**config.mk**
```make
export PLATFORM = sky130hd
export DESIGN_NAME = pcfj_queue
export DESIGN_NICKNAME = d
export VERILOG_FILES = /design/src/rtl/pcfj_pkg.sv /design/src/rtl/pcfj_queue.sv
export SDC_FILE = /design/constraint.sdc
export NUM_CORES = 1
export LEC_CHECK = 0
export CAP_MARGIN = 20
export CELL_PAD_IN_SITES_DETAIL_PLACEMENT = 2
export CELL_PAD_IN_SITES_GLOBAL_PLACEMENT = 2
export CORE_MARGIN = 2
export CORE_UTILIZATION = 40
export CTS_CLUSTER_SIZE = 24
export DETAILED_ROUTE_END_ITERATION = 10
export DONT_BUFFER_PORTS = 1
export PLACE_DENSITY = 0.69
export SYNTH_ARGS = -nofsm -noshare
export SYNTH_HDL_FRONTEND = slang
export SYNTH_SLANG_ARGS = --single-unit
```
**constraint.sdc**
```tcl
create_clock -name clk -period 8.5 [get_ports clk]
set_input_delay 1.7 -clock clk [delete_from_list [all_inputs] [get_ports clk]]
set_output_delay 1.7 -clock clk [all_outputs]
set_load 0.01 [all_outputs]
```
**src/rtl/pcfj_pkg.sv**
```systemverilog
`timescale 1ns / 1ps
package pcfj_pkg;

  localparam int FRAC_BITS    = 16;
  localparam int MAX_VERTICES = 65536;
  localparam int VAL_W        = 48;
  localparam int COORD_W      = 32;
  localparam int DIFF_W       = COORD_W + 1;
  localparam int GRAD_W       = COORD_W + 2;
  localparam int GAIN_W       = 32;
  localparam int VCOUNT_W     = 17;
  localparam int VERT_W       = 16;
  localparam int IDX_W        = 18;
  localparam int FMUL_LAT     = 4;
  localparam int QDEPTH       = 4;
  localparam int ENTRIES      = 6;
  localparam int ENTRY_W      = $clog2(ENTRIES);
  localparam int CFG_IDX_W    = 2;

  localparam logic [CFG_IDX_W-1:0] REG_STIFFNESS = 2'd0;
  localparam logic [CFG_IDX_W-1:0] REG_DAMPING   = 2'd1;
  localparam logic [CFG_IDX_W-1:0] REG_VCOUNT    = 2'd2;

  typedef logic signed [VAL_W-1:0] val_t;
  typedef logic [ENTRY_W-1:0] entry_t;
  typedef logic [1:0] axis_t;

  localparam val_t VAL_MAX = {1'b0, {(VAL_W-1){1'b1}}};
  localparam val_t VAL_MIN = {1'b1, {(VAL_W-1){1'b0}}};

  typedef struct packed {
    logic [VERT_W-1:0]         vertex_index;
    logic signed [COORD_W-1:0] pos_x;
    logic signed [COORD_W-1:0] pos_y;
    logic signed [COORD_W-1:0] pos_z;
    logic signed [COORD_W-1:0] vel_x;
    logic signed [COORD_W-1:0] vel_y;
    logic signed [COORD_W-1:0] vel_z;
    logic signed [COORD_W-1:0] target_x;
    logic signed [COORD_W-1:0] target_y;
    logic signed [COORD_W-1:0] target_z;
  } in_t;

  typedef struct packed {
    logic [IDX_W-1:0] row_index;
    logic [IDX_W-1:0] col_index;
    val_t             stiffness_entry;
    val_t             damping_entry;
    val_t             force_part;
    logic             force_valid;
    logic             last_entry;
  } out_t;

  typedef struct packed {
    logic [GAIN_W-1:0]   stiffness_gain;
    logic [GAIN_W-1:0]   damping_gain;
    logic [VCOUNT_W-1:0] vertex_count;
  } cfg_t;

  // per-vertex scalars handed from front to back
  typedef struct packed {
    logic [VERT_W-1:0]           vert;
    logic [2:0][GRAD_W-1:0]      g;
    val_t                        twoc;
    val_t                        e;
    val_t                        kdcd;
  } qitem_t;

  function automatic val_t sat_add(val_t a, val_t b);
    logic [VAL_W:0] s;
    s = {a[VAL_W-1], a} + {b[VAL_W-1], b};
    if (s[VAL_W] != s[VAL_W-1]) return s[VAL_W] ? VAL_MIN : VAL_MAX;
    return s[VAL_W-1:0];
  endfunction

  function automatic val_t sat_sub(val_t a, val_t b);
    logic [VAL_W:0] s;
    s = {a[VAL_W-1], a} - {b[VAL_W-1], b};
    if (s[VAL_W] != s[VAL_W-1]) return s[VAL_W] ? VAL_MIN : VAL_MAX;
    return s[VAL_W-1:0];
  endfunction

  function automatic val_t ext_diff(logic [DIFF_W-1:0] x);
    return {{(VAL_W-DIFF_W){x[DIFF_W-1]}}, x};
  endfunction

  function automatic val_t ext_grad(logic [GRAD_W-1:0] x);
    return {{(VAL_W-GRAD_W){x[GRAD_W-1]}}, x};
  endfunction

  function automatic val_t ext_coord(logic [COORD_W-1:0] x);
    return {{(VAL_W-COORD_W){x[COORD_W-1]}}, x};
  endfunction

  function automatic val_t ext_gain(logic [GAIN_W-1:0] x);
    return {{(VAL_W-GAIN_W){1'b0}}, x};
  endfunction

  // lower-triangle walk: (0,0),(1,0),(1,1),(2,0),(2,1),(2,2)
  function automatic axis_t entry_row(entry_t k);
    case (k)
      3'd0:    return 2'd0;
      3'd1:    return 2'd1;
      3'd2:    return 2'd1;
      3'd3:    return 2'd2;
      3'd4:    return 2'd2;
      3'd5:    return 2'd2;
      default: return 2'd0;
    endcase
  endfunction

  function automatic axis_t entry_col(entry_t k);
    case (k)
      3'd0:    return 2'd0;
      3'd1:    return 2'd0;
      3'd2:    return 2'd1;
      3'd3:    return 2'd0;
      3'd4:    return 2'd1;
      3'd5:    return 2'd2;
      default: return 2'd0;
    endcase
  endfunction

endpackage

```
**src/rtl/pcfj_queue.sv**
```systemverilog
`timescale 1ns / 1ps
module pcfj_queue (
  input  logic             clk,
  input  logic             rst_n,
  input  logic             push,
  input  pcfj_pkg::qitem_t push_data,
  output logic             full,
  input  logic             pop,
  output logic             q_valid,
  output pcfj_pkg::qitem_t head
);
  import pcfj_pkg::*;

  localparam int PTR_W = $clog2(QDEPTH);
  localparam int CNT_W = $clog2(QDEPTH + 1);

  qitem_t           mem [0:QDEPTH-1];
  logic [PTR_W-1:0] wr_ptr_r, rd_ptr_r;
  logic [CNT_W-1:0] count_r;

  function automatic logic [PTR_W-1:0] bump(logic [PTR_W-1:0] p);
    return (p == PTR_W'(QDEPTH - 1)) ? '0 : p + 1'b1;
  endfunction

  assign full    = (count_r == CNT_W'(QDEPTH));
  assign q_valid = (count_r != '0);
  assign head    = mem[rd_ptr_r];

  always_ff @(posedge clk) begin
    if (!rst_n) begin
      wr_ptr_r <= '0;
      rd_ptr_r <= '0;
      count_r  <= '0;
    end else begin
      if (push) wr_ptr_r <= bump(wr_ptr_r);
      if (pop)  rd_ptr_r <= bump(rd_ptr_r);
      case ({push, pop})
        2'b10:   count_r <= count_r + 1'b1;
        2'b01:   count_r <= count_r - 1'b1;
        default: count_r <= count_r;
      endcase
    end
  end

  always_ff @(posedge clk) begin
    if (push) mem[wr_ptr_r] <= push_data;
  end

`ifndef SYNTH
  a_push_room: assert property (@(posedge clk) disable iff (!rst_n) push |-> !full)
    else $error("queue written while full");
  a_pop_data: assert property (@(posedge clk) disable iff (!rst_n) pop |-> q_valid)
    else $error("queue read while empty");
  a_count_up: assert property (@(posedge clk) disable iff (!rst_n)
    (push && !pop) |=> count_r == $past(count_r) + 1'b1)
    else $error("queue count missed a word");
`endif

endmodule

```
==> results.md, run 1 <==
- Starting Density: 40.3%
- Status: finished, final reports clean
- Antenna violations before repair: 0
- Maximum vdd ir drop: 0.000203 V
- RSZ-0062 raised after global routing: false
- Reg2reg end: mem[3][168]$_DFFE_PP_
- Wirelength, routed: 93.3 mm
- Hold depth: 2
- Initial DRC Count: 1173
- Vias per cell: 5.40
- Worst-Margin Slew: 1270 ps
- Nets: 1755
- All-Layer GR Usage: 19.0%
- Via count: 15400
- I/O pin count: 530
- First-pass GRT wire length: 134 mm
- CTS sink count: 1057
- Fin crit share: 58.9%
- Full die area: 98100 µm²
- Row count: 113
- Grt total ovfl: 0
- Final hold vios: 0
- Endpoints failing setup: 0
- Fmax: 200 MHz
- Max-cap viol count: 0
- H-tree levels: 3
- Setup_tns: 0 ps
- Critical path endpoint category: primary output
- CP max FO: 70
- Syn Inst Count: 1411
- First-pass DRT Iterations: 5
- Setup Fix Bufs, Post-CTS: 0
- Clk_skew: 21.7 ps
- Synthesized area per cell: 27.1 µm²
- Area Overhead vs Synth: 13.3%
- Synth unique cells: 19
- WL/cell: 32.8 µm
- ANT nets after route: 0
- Worst EP arrival: 3300 ps
- Register area: 31700 µm²
- Core Area: 94900 µm²
- Filler cell count: 8129
- RR Startpoint: wr_ptr_r[0]$_SDFFE_PN0P_
- Most common cell after layout, fill and taps aside: edfxtp_1
- I/O Buffers: 0
- Num CTS Buffers: 110
- CTS Buffer Depth: 3
- Setup slack, reg-to-reg: 5570 ps
- Maximum number of pins on one net before global-route repair: 138
- Power Density: 268 nW/µm²
- Die height: 313 µm
- Hold WC Path Type: reg -> reg
- Most frequent cells in the layout: 1048 x edfxtp_1, 262 x mux4_2, 110 x clkbuf_16, 25 x clkbuf_1
- Placed Cells: 2635
- Layout cells sized above 1: 28.3%
- CTS root buf: clkbuf_16
- Vias in the first global route: 17600
- Post-route DRC: 0
- Multi-input gate area: 6180 µm²
- Die Span X: 313 µm
- Worst hold path endpoint: count_r[2]$_SDFFE_PN0P_
- HPWL Detailed: 56.6 mm
- Seq/Total Area, Yosys: 82.8%
- CTS tree: done
- Non-filler cells, final: 2842
- Cell leakage power: 13.2 nW
- Origin of the worst min-delay path: count_r[2]$_SDFFE_PN0P_
- GPL Wtd Cong: 0.754
- Worst endpoint required time: 6800 ps
- Worst slew margin: 15.3%
- Max-slew violations: 0
- R2R depth: 4
- Yosys Warn Count: 0
- Crit start category: flip-flop
- Antenna cells: 0
- Worst skew pair latency: 700 ps
- Minimum clock period: 5000 ps
- Post_cts resized: 0
- Syn Std Cell Area: 38200 µm²
- Syn_nets: 1684
- Critical path class: reg -> out
- #FFs+latches synth: 1057
- Cts hold-fix bufs: 0
- CTS clk-pin slew, worst paths: 60 ps
layout make-up:
cell class	count	share of cell area, %
Timing Repair Buffer	17	0.497
Sequential cell	1057	73.1
Clock buffer	140	6.73
Inverter	3	0.0260
Multi-Input combinational cell	293	14.3
Clock inverter	67	1.79
Tap cell	1265	3.65
metrics by stage:
| step | setup slack, ps | instance area [µm²] | util, % | power (mW) | hold WS (ps) |
|---|---|---|---|---|---|
| 6_report | 3500 | 43300 | 45.7 | 11.6 | 536 |
| 2_1_floorplan | 225 | 38200 | - | 6.67 | 467 |
| 5_1_grt | 3250 | 43300 | 45.7 | 11.9 | 584 |
| 3_5_place_dp | 4160 | 39600 | 41.8 | 6.84 | 533 |
| 4_1_cts | 3380 | 43300 | 45.7 | 11.7 | 547 |
| 3_3_place_gp | 4200 | 39600 | 41.8 | 6.79 | 483 |
cells in the mapped netlist:
cell	instances	share of area (%)
buf_6	21	0.62
o21a_1	1	0.020
inv_1	3	0.029
edfxtp_1	1048	82
fa_1	1	0.052
mux2i_1	3	0.079
mux4_2	262	15
dfxtp_1	9	0.47
a21oi_1	1	0.013
clkbuf_1	9	0.088
o21ai_0	1	0.013
nor2b_1	5	0.082
or3_1	2	0.033
buf_2	28	0.37
xnor2_1	2	0.046
and2_1	5	0.082
ha_1	6	0.20
a21boi_0	1	0.020
nor3b_1	3	0.059
how the worst max path moves through the flow:
stage                    from                   to  slack (ps)  cells after the start
floorplan                push  mem[0][0]$_DFFE_PP_         230                      1
global placement    flip-flop            head[174]        4200                      2
CTS                 flip-flop            head[174]        3380                      2
global route        flip-flop            head[140]        3250                      2
finish              flip-flop            head[135]        3500                      2
detailed placement  flip-flop            head[174]        4160                      2
where the power goes:
group	internal [mW]	leakage [nW]	switching [mW]
logic	0.258	1.67	0.414
clock network	2.84	1.79	2.04
registers	5.96	9.70	0.0829
total	9.06	13.2	2.54
registers in the layout, indices dropped and copies added (netlist names), named ones only:
name / cells
mem: 1048
count_r: 3
wr_ptr_r: 2
rd_ptr_r: 2
metal layers:
| layer | share of wire [%] | global-route usage (%) |
|---|---|---|
| met2 | 52 | 32.7 |
| met4 | 2.2 | 4.97 |
| met1 | 35 | 21.0 |
| met3 | 11 | 9.23 |
| met5 | 0 | 0 |
logic make-up (layout without fill, tap and decap cells):
family	count (synthesis)	count (layout)	synth area share, %
flops	1057	1057	82.8
mux	265	265	15.5
buf+inv	61	227	1.10
simple gates	15	15	0.255
fa+ha+maj	7	7	0.249
compound gates	4	4	0.0654
xor+xnor	2	2	0.0458
critical path, cell delays in order, from the launching register on:
cell and delay, ps:
dfxtp_4 1020, buf_4 920, mux4_2 510
No activity file was read; power rests on OpenSTA's default activity.
==> run 2: changes to the inputs <==
--- a/config.mk
+++ b/config.mk
@@ -5,6 +5,7 @@
 export SDC_FILE = /design/constraint.sdc
 export NUM_CORES = 1
 export LEC_CHECK = 0
+export ABC_AREA = 1
 export CAP_MARGIN = 20
 export CELL_PAD_IN_SITES_DETAIL_PLACEMENT = 2
 export CELL_PAD_IN_SITES_GLOBAL_PLACEMENT = 2
@@ -13,7 +14,7 @@
 export CTS_CLUSTER_SIZE = 24
 export DETAILED_ROUTE_END_ITERATION = 10
 export DONT_BUFFER_PORTS = 1
-export PLACE_DENSITY = 0.69
+export PLACE_DENSITY = 0.75
 export SYNTH_ARGS = -nofsm -noshare
 export SYNTH_HDL_FRONTEND = slang
 export SYNTH_SLANG_ARGS = --single-unit
==> constraint.sdc (replaced) <==
create_clock -name clk -period 4.2 [get_ports clk]
set_input_delay 0.84 -clock clk [delete_from_list [all_inputs] [get_ports clk]]
set_output_delay 0.84 -clock clk [all_outputs]
set_load 0.01 [all_outputs]
==> run 2 against run 1 <==
  * Hold slack got worse by 310 ps
  * Synthesized cell count rose by 84%
  * Power is 100% higher
  * Setup slack worse by 3100 ps
  * Sequential cell count unchanged
  * Sequential power increased by 100%
  * Via count grew 46%
  * Combinational power rose to 2.8 times the previous value
  * Register-to-register slack lost 4400 ps
  * Sequential share of layout area fell by 1.0 points
  * First-iteration DRC count is 29% higher
  * Clock skew is 3.2 ps higher
  * Critical endpoint is now head[27]
  * Highest routed layer is now met5
==> results.md, run 2 <==
- Status: finished, final reports clean (unchanged)
- Multi-input gate area: 6530 µm² (was 6180 µm²)
- RSZ-0062 raised after global routing: false (unchanged)
- Syn Inst Count: 2594 (was 1411)
- Most frequent cells in the layout: 1048 x edfxtp_1, 535 x nor2_1, 427 x o21ai_0, 262 x o22ai_1, 110 x clkbuf_16 (was 1048 x edfxtp_1, 262 x mux4_2, 110 x clkbuf_16, 25 x clkbuf_1)
- H-tree levels: 3 (unchanged)
- Slowest cell on crit path: inv_8 (was dfxtp_4)
- First-pass GRT wire length: 168 mm (was 134 mm)
- Total power: 23.7 mW (was 11.6 mW)
- Post-synth top area cell: edfxtp_1 (unchanged)
- Vias in the first global route: 25100 (was 17600)
- Worst-Margin Slew: 1110 ps (was 1270 ps)
- Buf/Inv on CP: 2 (was 1)
- Critical path endpoint category: primary output (unchanged)
- Vias per cell: 5.68 (was 5.40)
- Area Overhead vs Synth: 12.7% (was 13.3%)
- Antenna violations before repair: 1 (was 0)
- Worst EP arrival: 2970 ps (was 3300 ps)
- CP max FO: 92 (was 70)
- Full die area: 100000 µm² (was 98100 µm²)
- CTS Buffer Depth: 3 (unchanged)
- Grt total ovfl: 0 (unchanged)
- Cts hold-fix bufs: 0 (unchanged)
- Maximum vdd ir drop: 0.000403 V (was 0.000203 V)
- CTS clk-pin slew, worst paths: 60 ps (about the same)
- Register area: 31700 µm² (unchanged)
- Top cells by count, synth: 1048 x edfxtp_1, 535 x nor2_1, 427 x o21ai_0 (was 1048 x edfxtp_1, 262 x mux4_2, 28 x buf_2)
- Num CTS Buffers: 109 (was 110)
- Top delay family on crit path: buffers and inverters (was flip-flops)
- Wirelength, routed: 118 mm (was 93.3 mm)
- Syn Std Cell Area: 39000 µm² (was 38200 µm²)
- Synth unique cells: 21 (was 19)
- Hold depth: 0 (was 2)
- Critical path class: reg -> out (unchanged)
- Reg2reg end: mem[2][155]$_DFFE_PP_ (was mem[3][168]$_DFFE_PP_)
- Max-slew violations: 0 (unchanged)
- Max incr delay on CP: 600 ps (was 1020 ps)
- First-pass DRT Iterations: 5 (unchanged)
- RR Startpoint: wr_ptr_r[0]$_SDFFE_PN0P_ (unchanged)
- Xor/xnor share of the synthesized area: 0.0449% (was 0.0458%)
- WL/cell: 29.9 µm (was 32.8 µm)
- Final hold vios: 0 (unchanged)
- R2R depth: 6 (was 4)
- Die height: 316 µm (was 313 µm)
- Worst hold path endpoint: mem[0][25]$_DFFE_PP_ (was count_r[2]$_SDFFE_PN0P_)
- Starting Density: 40.3% (about the same)
- Seq/Total Area, Yosys: 81.2% (was 82.8%)
- Worst skew pair latency: 700 ps (about the same)
- ANT nets after route: 0 (unchanged)
- Endpoints failing setup: 0 (unchanged)
- Number of flops mapped to enable cells by yosys: 1048 (unchanged)
- GPL Wtd Cong: 0.741 (was 0.754)
- I/O pin count: 530 (unchanged)
- Synthesized area per cell: 15.0 µm² (was 27.1 µm²)
- HPWL Detailed: 71.0 mm (was 56.6 mm)
- Yosys Warn Count: 0 (unchanged)
- Hold WC Path Type: in -> reg (was reg -> reg)
- Fraction of registers with async set/reset: 0% (unchanged)
- Most common cell after layout, fill and taps aside: edfxtp_1 (unchanged)
- Most frequent cell after synthesis: edfxtp_1 (unchanged)
- #FFs+latches synth: 1057 (unchanged)
- Worst path cell trace: inv_8 -> buf_12 -> o21ai_0 -> o22ai_1 (was buf_4 -> mux4_2)
- Syn_nets: 2867 (was 1684)
- Synth Area in Simple Gates: 5.30% (was 0.255%)
- Top-area cell type share of the netlist area: 80.7% (was 82.3%)
- Nets: 2849 (was 1755)
- Largest register FFs: 1048 (unchanged)
- Max-cap viol count: 0 (unchanged)
- Synth Flop Type: edfxtp_1 (unchanged)
- Post_cts resized: 0 (unchanged)
- Fmax: 263 MHz
- Worst endpoint required time: 3360 ps (was 6800 ps)
- Setup Fix Bufs, Post-CTS: 0 (unchanged)
- Row count: 114 (was 113)
- Crit start category: flip-flop (unchanged)
- Setup slack, reg-to-reg: 1140 ps (was 5570 ps)
- Die Span X: 316 µm (was 313 µm)
- Initial DRC Count: 1515 (was 1173)
- Post-route DRC: 0 (unchanged)
- Ranking of synthesized cells by area: edfxtp_1 81%, o21ai_0 5.5%, nor2_1 5.2% (was edfxtp_1 82%, mux4_2 15%, buf_6 0.62%)
- All-Layer GR Usage: 22.9% (was 19.0%)
- Fraction of the mapped netlist area in adder cells: 0.244% (was 0.249%)
- Origin of the worst min-delay path: push_data[25] (was count_r[2]$_SDFFE_PN0P_)
- Via count: 22400 (was 15400)
- Worst slew margin: 25.7% (was 15.3%)
- Power Density: 540 nW/µm² (was 268 nW/µm²)
- Layout cells sized above 1: 7.94% (was 28.3%)
- Final WS setup: 391 ps (was 3500 ps)
- Clk_skew: 24.8 ps (was 21.7 ps)
- Main combinational cell family by area after synthesis: compound AO/OA/AOI/OAI gates (was multiplexers)
- Place WS: 942 ps (was 4160 ps)
- Minimum clock period: 3810 ps
- Compound-Gate Fraction of Synth Area: 11.0% (was 0.0654%)
- Largest Register: mem (unchanged)
- Core Area: 96700 µm² (was 94900 µm²)
- CTS root buf: clkbuf_16 (unchanged)
- CTS tree: done (unchanged)
- I/O Buffers: 0 (unchanged)
- Fin crit share: 90.7%
- Largest registers: mem x1048, count_r x3 (unchanged)
- Filler cell count: 9123 (was 8129)
- Mux share of post-synthesis cell area: 0% (was 15.5%)
- Maximum number of pins on one net before global-route repair: 155 (was 138)
- CTS sink count: 1057 (unchanged)
- Cell leakage power: 13.9 nW (was 13.2 nW)
-- run 2: cell count changes after synthesis, moves of 18 or more --
| cell | delta |
|---|---|
| nor2_1 | +535 |
| clkbuf_1 | +105 |
| o22ai_1 | +262 |
| o21ai_1 | +100 |
| buf_6 | -18 |
| o21ai_0 | +426 |
| buf_4 | +28 |
| mux4_2 | -262 |
-- run 2: cells by family after synthesis --
kind of cell / Yosys count
adder cells (fa/ha/maj): 7
buffers and inverters: 188
XOR/XNOR: 2
AND/OR/NAND/NOR: 549
AO/OA/AOI/OAI: 791
flip-flops: 1057
-- run 2: worst max-delay path by stage --
| stage | endpoint | from | cells after the start | slack, ps |
|---|---|---|---|---|
| final | head[27] | flip-flop | 4 | 390 |
| after global routing | head[157] | flip-flop | 3 | 180 |
| after CTS | head[27] | flip-flop | 4 | 240 |
| after detailed placement | mem[1][170]$_DFFE_PP_ | push | 4 | 940 |
| after global placement | mem[1][170]$_DFFE_PP_ | push | 4 | 990 |
| after floorplan | mem[3][0]$_DFFE_PP_ | push | 2 | -990 |
-- run 2: metrics by stage --
stage               hold WS [ps]  utilization (%)  std cells  setup TNS (ps)  cell area [µm²]
detailed placement           524             41.8       3740               0            40500
finish                       227             45.4       3946               0            43900
CTS                          169             45.4       3944               0            43900
global route                 184             45.4       3945               0            43900
global placement             483             41.8       3740               0            40500
floorplan                    471                -       2594        -1029060            39100
-- run 2: area by class of cell --
type                       count  share of cell area, %
sequential                  1057                   72.0
multi-input combinational   1349                   14.9
clock buffer                 123                   6.38
tap                         1276                   3.63
clock inverter                81                   1.50
timing repair buffer          44                   1.38
inverter                      15                  0.196
antenna                        1                0.00570
-- run 2: where the power goes --
group / internal, mW / switching (mW) / total [mW]
Combinational: 0.410 / 1.50 / 1.91
Sequential: 12.2 / 0.167 / 12.3
Clock: 5.39 / 4.11 / 9.49
-- run 2: routing by layer --
| layer | GRT usage [%] | wire [µm] | up-vias |
|---|---|---|---|
| met5 | 0 | 16 | - |
| met1 | 23.9 | 41400 | 11700 |
| met3 | 9.71 | 11300 | 212 |
| met4 | 7.63 | 3920 | 2 |
| met2 | 41.2 | 61200 | 699 |
| li1 | - | - | 9823 |
